`src/hw/rtl/snt_pkg.sv`:
```
// Shared types, codes and constants of the signal-sorted neighbor table.
package snt_pkg;

    localparam int DEF_TABLE_SLOTS = 8;
    localparam int DEF_NAME_CHARS  = 28;
    localparam int LABEL_W         = 224;
    localparam logic [31:0] TIMEOUT_RESET = 32'd5000;
    localparam logic [7:0]  MAXLEN_RESET  = 8'd28;

    localparam logic [7:0] REG_TIMEOUT = 8'd0;
    localparam logic [7:0] REG_MAXLEN  = 8'd1;

    localparam logic [1:0] OP_REPORT = 2'd0;
    localparam logic [1:0] OP_AGE    = 2'd1;
    localparam logic [1:0] OP_READ   = 2'd2;

    localparam logic [2:0] ST_INSERTED = 3'd0;
    localparam logic [2:0] ST_UPDATED  = 3'd1;
    localparam logic [2:0] ST_BAD_ID   = 3'd2;
    localparam logic [2:0] ST_TOO_LONG = 3'd3;
    localparam logic [2:0] ST_AGED     = 3'd4;
    localparam logic [2:0] ST_READ     = 3'd5;

    typedef struct packed {
        logic [1:0]  operation;
        logic [7:0]  node_id;
        logic [55:0] name_word0;
        logic [55:0] name_word1;
        logic [55:0] name_word2;
        logic [55:0] name_word3;
        logic [4:0]  name_length;
        logic [8:0]  signal_level;
        logic [31:0] now;
        logic [2:0]  read_slot;
    } in_item_t;

    typedef struct packed {
        logic [2:0]  status;
        logic [2:0]  slot;
        logic [3:0]  expired_count;
        logic        entry_active;
        logic [2:0]  entry_id;
        logic [8:0]  entry_signal;
        logic [55:0] entry_name0;
        logic [55:0] entry_name1;
        logic [55:0] entry_name2;
        logic [55:0] entry_name3;
    } out_item_t;

    typedef struct packed {
        logic [31:0] timeout_ticks;
        logic [7:0]  max_name_length;
    } cfg_t;

    typedef enum logic [1:0] {
        CMD_REPORT,
        CMD_AGE,
        CMD_READ,
        CMD_REJECT
    } cmd_kind_t;

    typedef struct packed {
        cmd_kind_t          kind;
        logic [2:0]         status;
        logic [2:0]         ident;
        logic [8:0]         strength;
        logic [31:0]        stamp;
        logic [LABEL_W-1:0] label;
        logic [2:0]         read_slot;
    } cmd_t;

    typedef struct packed {
        logic               live;
        logic [2:0]         ident;
        logic [8:0]         strength;
        logic [31:0]        stamp;
        logic [LABEL_W-1:0] label;
    } entry_t;

    typedef enum logic [2:0] {
        S_IDLE,
        S_MATCH,
        S_BLOAD,
        S_BUBBLE,
        S_BEND,
        S_INSERT,
        S_AGE,
        S_DONE
    } seq_state_t;

endpackage

```
`src/hw/rtl/snt_front.sv`:
```
// Front part: checks and classifies each item and queues it as a command; items with operation code 3 are not queued.
module snt_front
    import snt_pkg::*;
#(
    parameter int NAME_CHARS = DEF_NAME_CHARS
) (
    input  logic     clk,
    input  logic     rst_n,
    input  logic     push,
    output logic     full,
    input  in_item_t in_item,
    input  cfg_t     cfg,
    output logic     cmd_valid,
    input  logic     cmd_pop,
    output cmd_t     cmd
);

    cmd_t             q_reg [2];
    logic             wp_reg, wp_next, rp_reg, rp_next;
    logic [1:0]       cnt_reg, cnt_next;
    cmd_t             c;
    logic [LABEL_W-1:0] lab;
    logic [223:0]     raw;
    logic             ended;
    logic             too_long;
    logic             do_push;

    always_comb
    begin
        raw = {in_item.name_word3, in_item.name_word2,
               in_item.name_word1, in_item.name_word0};
        lab = '0;
        ended = 1'b0;
        for (int k = 0; k < 28; k++)
        begin
            if (k >= NAME_CHARS || raw[k*8 +: 8] == 8'd0)
                ended = 1'b1;
            if (!ended)
                lab[k*8 +: 8] = raw[k*8 +: 8];
        end
        too_long = (in_item.name_length >= 5'd4) &&
                   ({4'd0, in_item.name_length - 5'd4} > {1'b0, cfg.max_name_length});
        c = '0;
        c.ident = in_item.node_id[2:0];
        c.strength = in_item.signal_level;
        c.stamp = in_item.now;
        c.label = lab;
        c.read_slot = in_item.read_slot;
        case (in_item.operation)
            OP_REPORT:
            begin
                if (too_long)
                begin
                    c.kind = CMD_REJECT;
                    c.status = ST_TOO_LONG;
                end
                else if (lab[55:0] == 56'd0 || in_item.node_id < 8'd1 ||
                         in_item.node_id > 8'd7)
                begin
                    c.kind = CMD_REJECT;
                    c.status = ST_BAD_ID;
                end
                else
                begin
                    c.kind = CMD_REPORT;
                end
            end
            OP_AGE:  c.kind = CMD_AGE;
            default: c.kind = CMD_READ;
        endcase
    end

    assign full      = (cnt_reg == 2'd2);
    assign do_push   = push && !full && (in_item.operation != 2'd3);
    assign cmd_valid = (cnt_reg != 2'd0);
    assign cmd       = q_reg[rp_reg];

    always_comb
    begin
        wp_next  = wp_reg ^ do_push;
        rp_next  = rp_reg ^ cmd_pop;
        cnt_next = cnt_reg + {1'b0, do_push} - {1'b0, cmd_pop};
    end

    always_ff @(posedge clk)
    begin
        if (do_push)
            q_reg[wp_reg] <= c;
    end

    always_ff @(posedge clk or negedge rst_n)
    begin
        if (!rst_n)
        begin
            wp_reg  <= 1'b0;
            rp_reg  <= 1'b0;
            cnt_reg <= 2'd0;
        end
        else
        begin
            wp_reg  <= wp_next;
            rp_reg  <= rp_next;
            cnt_reg <= cnt_next;
        end
    end

    assert property (@(posedge clk) disable iff (!rst_n) cmd_pop |-> cmd_valid)
        else $error("command popped from empty queue");
    assert property (@(posedge clk) disable iff (!rst_n) cnt_reg != 2'd3)
        else $error("command queue overfilled");
    assert property (@(posedge clk) disable iff (!rst_n)
        (do_push && !cmd_pop) |=> cmd_valid)
        else $error("queued command lost");

endmodule

```
`config.mk`:
```
export PLATFORM = sky130hd
export DESIGN_NAME = snt_front
export DESIGN_NICKNAME = d
export VERILOG_FILES = /design/src/hw/rtl/snt_pkg.sv /design/src/hw/rtl/snt_front.sv
export SDC_FILE = /design/constraint.sdc
export NUM_CORES = 1
export LEC_CHECK = 0
export ABC_CLOCK_PERIOD_IN_PS = 9300
export BUFFER_PORTS_ARGS = -buffer_cell sky130_fd_sc_hd__buf_2
export CORE_MARGIN = 5
export CORE_UTILIZATION = 30
export DETAILED_ROUTE_END_ITERATION = 10
export PLACE_DENSITY = 0.57
export RECOVER_POWER = 25
export SYNTH_ARGS = -nofsm -noshare
export SYNTH_HDL_FRONTEND = slang
export SYNTH_SLANG_ARGS = --single-unit
```
`constraint.sdc`:
```
create_clock -name clk -period 9.3 [get_ports clk]
set_input_delay 2.325 -clock clk [delete_from_list [all_inputs] [get_ports clk]]
set_output_delay 2.325 -clock clk [all_outputs]
set_load 0.01 [all_outputs]
```
# [Yosys cells after proc, flatten, opt, wreduce, memory -nomap -nowiden]
# Memories as Yosys holds them, arrays and structs flattened.
# Cells that the tools add are included.
[word_totals] romBits=0 inputBits=327 register_bits=4 mem_bits_rw=552 word_cells=116 latch_bits=0 mem_count=1 out_inout_bits=278
[mem_list] name="q_reg" depth=2 word_bits=276 read_ports=1 rd_clocked_by_memory_dff=0 write_ports=1 line_no="snt_front.sv:18" source="cmd_t q_reg [2];"
[op_classes] magnitude_cmp=4 div_mod_pow=0 mul=0 n_eq_ne=3 mux=63 n_reduce_logical=37 addsub=3 shift=0 n_bitwise=2
[ops] operator="$logic_not 8->1" count=28
[ops] operator="$mux 8" count=28
[ops] operator="$logic_not 56->1" count=1
[ops] operator="$mux 1" count=30
[ops] operator="$gt 5x8->1" count=1
[ops] operator="$gt 8x3->1 const B" count=1
[ops] operator="$lt 8x1->1 const B" count=1
[ops] operator="$ge 5x3->1 const B" count=1
[ops] operator="$mux 5" count=1
[ops] operator="$sub 5x3->5 const B" count=1
[ops] operator="$mux 2" count=2
[ops] operator="$pmux 2 s2" count=1
[ops] operator="$logic_and 1x1->1" count=3
[ops] operator="$mux 3" count=1
[ops] operator="$add 2x1->2" count=1
[ops] operator="$eq 2x1->1 const B" count=1
[ops] operator="$eq 2x2->1 const B" count=1
[ops] operator="$logic_not 2->1" count=1
[ops] operator="$logic_or 1x1->1" count=2
[ops] operator="$ne 2x2->1 const B" count=1
[ops] operator="$reduce_bool 2->1" count=1
[ops] operator="$sub 2x1->2" count=1
[ops] operator="$xor 1x1->1" count=2
[ops] operator="$logic_not 1->1" count=1

# [Logic depth before layout (Yosys ltp)]
[logic_depth] depth_word=30 depth_mapped=9 ltp_nobuf=9

# [Worst setup path before layout]
# OpenSTA, ideal clock, no wires.
[synth_path] path_type="input to register" from="input in_item[281] (netlist name)" to="memory q_reg[1][0] (netlist name), enable pin" required_time_ns=8.627 setup_ns=0.673 path_stages=4 arrival_ns=8.864 path_slack_ns=-0.237 path_buffers=0 path_cell_list="nand2_1 > nand3_1 > inv_1 > ha_1"
[synth_between] elab_chain_cells=4
[synth_lines] element="from (decl)" line_no="snt_front.sv:11" source="input in_item_t in_item,"
[synth_lines] element="$ne 2x2->1" line_no="snt_front.sv:74" source="assign do_push = push && !full && (in_item.operation != 2'd3);"
[synth_lines] element="$logic_and 1x1->1" line_no="snt_front.sv:74"
[synth_lines] element="$mux 1" line_no="snt_front.sv:87" source="if (do_push)"
[synth_lines] element="$mux 1 (not written as such)" line_no="snt_front.sv:88" source="q_reg[wp_reg] <= c;"
[synth_lines] element="to (decl)" line_no="snt_front.sv:18"
# Every way passes these cells.

==> impl_summary.log <==
[metrics] y dimension of the die: 286 um
[metrics] global-route wire length before repair: 90700 um
[metrics] post-synthesis average cell area: 16.4 sq um
[metrics] clk root buf: clkbuf_16
[metrics] count of flip-flops with a built-in enable after synthesis: 550
[metrics] worst setup path category: reg2out
[metrics] Final Non-Filler Cells: 3001
[metrics] DRT antenna net count: 0
[metrics] Critical Path Fanout Max: 69
[metrics] launch instance of the worst min-delay path: cnt_reg[1]
[metrics] Clock Power Share: 28.8%
[metrics] Worst Hold Endpoint: cnt_reg[1]
[metrics] TritonCTS sink count: 554
[metrics] number of setup violations in the final report: 0
[metrics] net switching fraction of the power: 29.8%
[metrics] Routed WL: 61800 um
[metrics] via count of the first global-routing pass: 15000
[metrics] layout cells sized above 1: 46.1%
[metrics] Buffers & Inverters on Critical Path: 2
[metrics] highest cell delay on the worst timing path: 2180 ps
[metrics] total clock buffers created by CTS: 61
[metrics] Routed WL per cell: 20.6 um
[metrics] Clock Pin Slew Worst Setup and Hold Paths: 60 ps
[metrics] detailed-placement wirelength estimate: 41800 um
[metrics] sum of overflow across all layers after global routing: 0
[metrics] NumNets Final: 2300
[metrics] Skew-Pair Late Insertion Delay: 600 ps
[metrics] deepest level of the CTS H-tree: 2
[metrics] internal power: 5620 uW
[metrics] number of iterations in the first detailed-routing pass: 5
[metrics] pwr/cell area: 280 nW/um^2
[metrics] combinational share of power: 28.3%
[metrics] path depth of the worst reg2reg path: 5
[metrics] setup slack on the worst flop-to-flop path: 4730 ps
[metrics] critical path startpoint category: flop
[metrics] Post-Place Setup Slack: 3310 ps
[metrics] width of the chip: 286 um
[metrics] slowest stage cell on the critical path: dfrtp_1
[metrics] Max Slew Vio Count: 224
[metrics] setup repair after global routing missed its margin: false
[metrics] Arrival @ worst endpoint: 4570 ps
[metrics] gate count after technology mapping: 1399
[metrics] worst vdd ir: 0.214 mV
[metrics] f_max: 0.145 GHz
[metrics] effective utilization at floorplan: 30.2%
[metrics] Post-Synth Simple-Gate Area: 10.4%
[metrics] gr usage total: 14.2%
[metrics] full die area: 81900 sq um
[metrics] max_cap viols: 5
[metrics] routed vias: 14100
[metrics] maximum number of pins on one net before global-route repair: 150
[metrics] number of stages on the worst hold path: 1
[metrics] total of buffers placed on input and output ports: 571
[metrics] maximum root-to-sink buffer count: 3
[metrics] cell count after placement: 2877
[metrics] endpoint type of the worst setup path: output port
[metrics] Hold Path Class: reg2reg
[metrics] Switching Power: 2390 uW
[metrics] Synth cell types: 38
[metrics] critical path data required time: 6980 ps
[metrics] complex-gate fraction of the synthesized area: 0.443%
[metrics] family with the most delay on the worst path: flip-flops
[metrics] flops & latches, synth: 554
[metrics] Period Utilization, post-route: 74.1%
[metrics] number of vias per cell: 4.70
[metrics] run status: complete, but fails checks
[metrics] core area: 75800 sq um
[metrics] startpoint of the most critical register-to-register path: cnt_reg[1]
[metrics] setup fix buffers added after clock tree synthesis: 0
[metrics] flip-flop count of the largest register after layout: 550
[metrics] worst setup slack after layout: 2410 ps
[metrics] max_slew headroom: -95.6%
[metrics] cells along the critical path: buf_4 > mux2_2 > buf_2
[metrics] placement row count: 101
[metrics] Synth Area in XOR/XNOR: 0.153%
[metrics] post-detailed-route DRC marker count: 0
[metrics] Top Ports: 605
[metrics] number of design-rule violations left by the first detailed-router iteration: 814
[metrics] total of warnings raised by yosys: 0
[metrics] Synth Cell Area: 22900 sq um
[metrics] adder-cell area share of the yosys netlist: 0.602%
[metrics] antenna violations before repair: 12
[metrics] number of cells upsized or downsized after cts: 0
[metrics] largest family of logic cells by synthesized area: multiplexers
[metrics] final clock skew: 11.0 ps
[metrics] Worst-Margin Slew: 2930 ps
[metrics] final weighted congestion in routability-driven placement: 0.849
[metrics] Post-Syn Nets: 1737
[metrics] number of buffers inserted by hold repair at cts: 0
[metrics] sequential element share of the synthesized area: 72.6%
[metrics] Static Leakage: 0.0107 uW
[metrics] portion of netlist area occupied by mux cells: 13.5%
[metrics] failing checks: capacitance limit, slew limit
[metrics] most common flop cell mapped by yosys: edfxtp_1
[metrics] Area growth syn-to-layout: 25.2%
[metrics] end of the worst register-to-register path: q_reg[1][246]
[metrics] async set-or-reset flop fraction in the synthesized netlist: 0.722%
[metrics] share of total power in sequential cells: 42.9%
[metrics] TritonCTS clock tree: done
[metrics] final period demand of the worst path: 6890 ps
[metrics] count of final hold-check violations: 0
## worst max path at each step
stage / depth (start not counted) / start / endpoint
floorplan: 4 / in_item[281] / q_reg[1][0]
global route: 3 / rp_reg / cmd[24]
global placement: 8 / in_item[224] / q_reg[0][192]
CTS: 3 / rp_reg / cmd[19]
detailed placement: 8 / in_item[224] / q_reg[1][218]
finish: 3 / rp_reg / cmd[29]
## stage by stage
step / power, uW / TNS [ps] / utilization, % / instance area (sq um) / hold slack, ps
floorplan: 4930 / -130280 / - / 22900 / 460
global placement: 5760 / 0 / 35.3 / 26800 / 480
detailed placement: 5790 / 0 / 35.3 / 26800 / 505
CTS: 8130 / 0 / 37.9 / 28700 / 516
global route: 8400 / 0 / 37.8 / 28600 / 545
finish: 8010 / 0 / 37.8 / 28600 / 509
## routing by layer
layer / up-vias / global-route usage [%] / share of wire (%)
met1: 6899 / 17.0 / 39
met3: 115 / 6.22 / 11
li1: 6548 / - / -
met2: 523 / 23.4 / 48
met4: 12 / 4.29 / 2.6
met5: - / 0 / 0.11
## cell usage after synthesis, types with 3 or more instances
cell type	number	share of area (%)
ha_1	11	0.60
and2_1	80	2.2
nand3_1	35	0.77
nor4_1	87	2.4
clkbuf_1	62	1.0
a21oi_1	5	0.11
dfrtp_1	4	0.44
nor3b_1	3	0.098
nand3b_1	4	0.13
nand2_1	71	1.2
nor3_1	60	1.3
nor4_2	9	0.49
buf_2	21	0.46
inv_1	39	0.64
or4_1	17	0.56
mux2_2	275	14
edfxtp_1	550	72
nor2_1	14	0.23
and3_1	29	0.79
## cell usage in the layout, fill, tap and decap left out, drive strengths merged, types with 9 or more instances in the layout
master	n
or4	17
buf	550
and3	29
nand2	71
nor4	96
and2	80
nor2	14
nor3	60
clkbuf	110
inv	41
mux2	275
nand3	37
clkinv	32
diode	9
ha	11
edfxtp	550
## layout make-up
cell class              count  area, sq um
diodes                      9         22.5
clock buffers              73         1590
clock inverters            42          329
fillers                  7250        47200
inverters                  39          146
multi-input cells         719         5760
flip-flops and latches    554        16600
well taps                 978         1220
repair buffers            587         2960
## kinds of logic after synthesis
group | after synthesis
buffers and inverters | 126
AND/OR/NAND/NOR | 416
multiplexers | 275
other | 1
AO/OA/AOI/OAI | 12
XOR/XNOR | 4
flip-flops | 554
adder cells (fa/ha/maj) | 11
## power by group through the flow
| stage | clock network (uW) | logic, uW | registers, uW |
|---|---|---|---|
| after global placement | 0 | 2310 | 3460 |
| after detailed placement | 0 | 2310 | 3480 |
| after floorplan | 0 | 1390 | 3540 |
| after CTS | 2370 | 2320 | 3430 |
| final | 2310 | 2270 | 3430 |
| after global routing | 2480 | 2450 | 3470 |
Note: power is estimated with default switching activity, not from simulation.
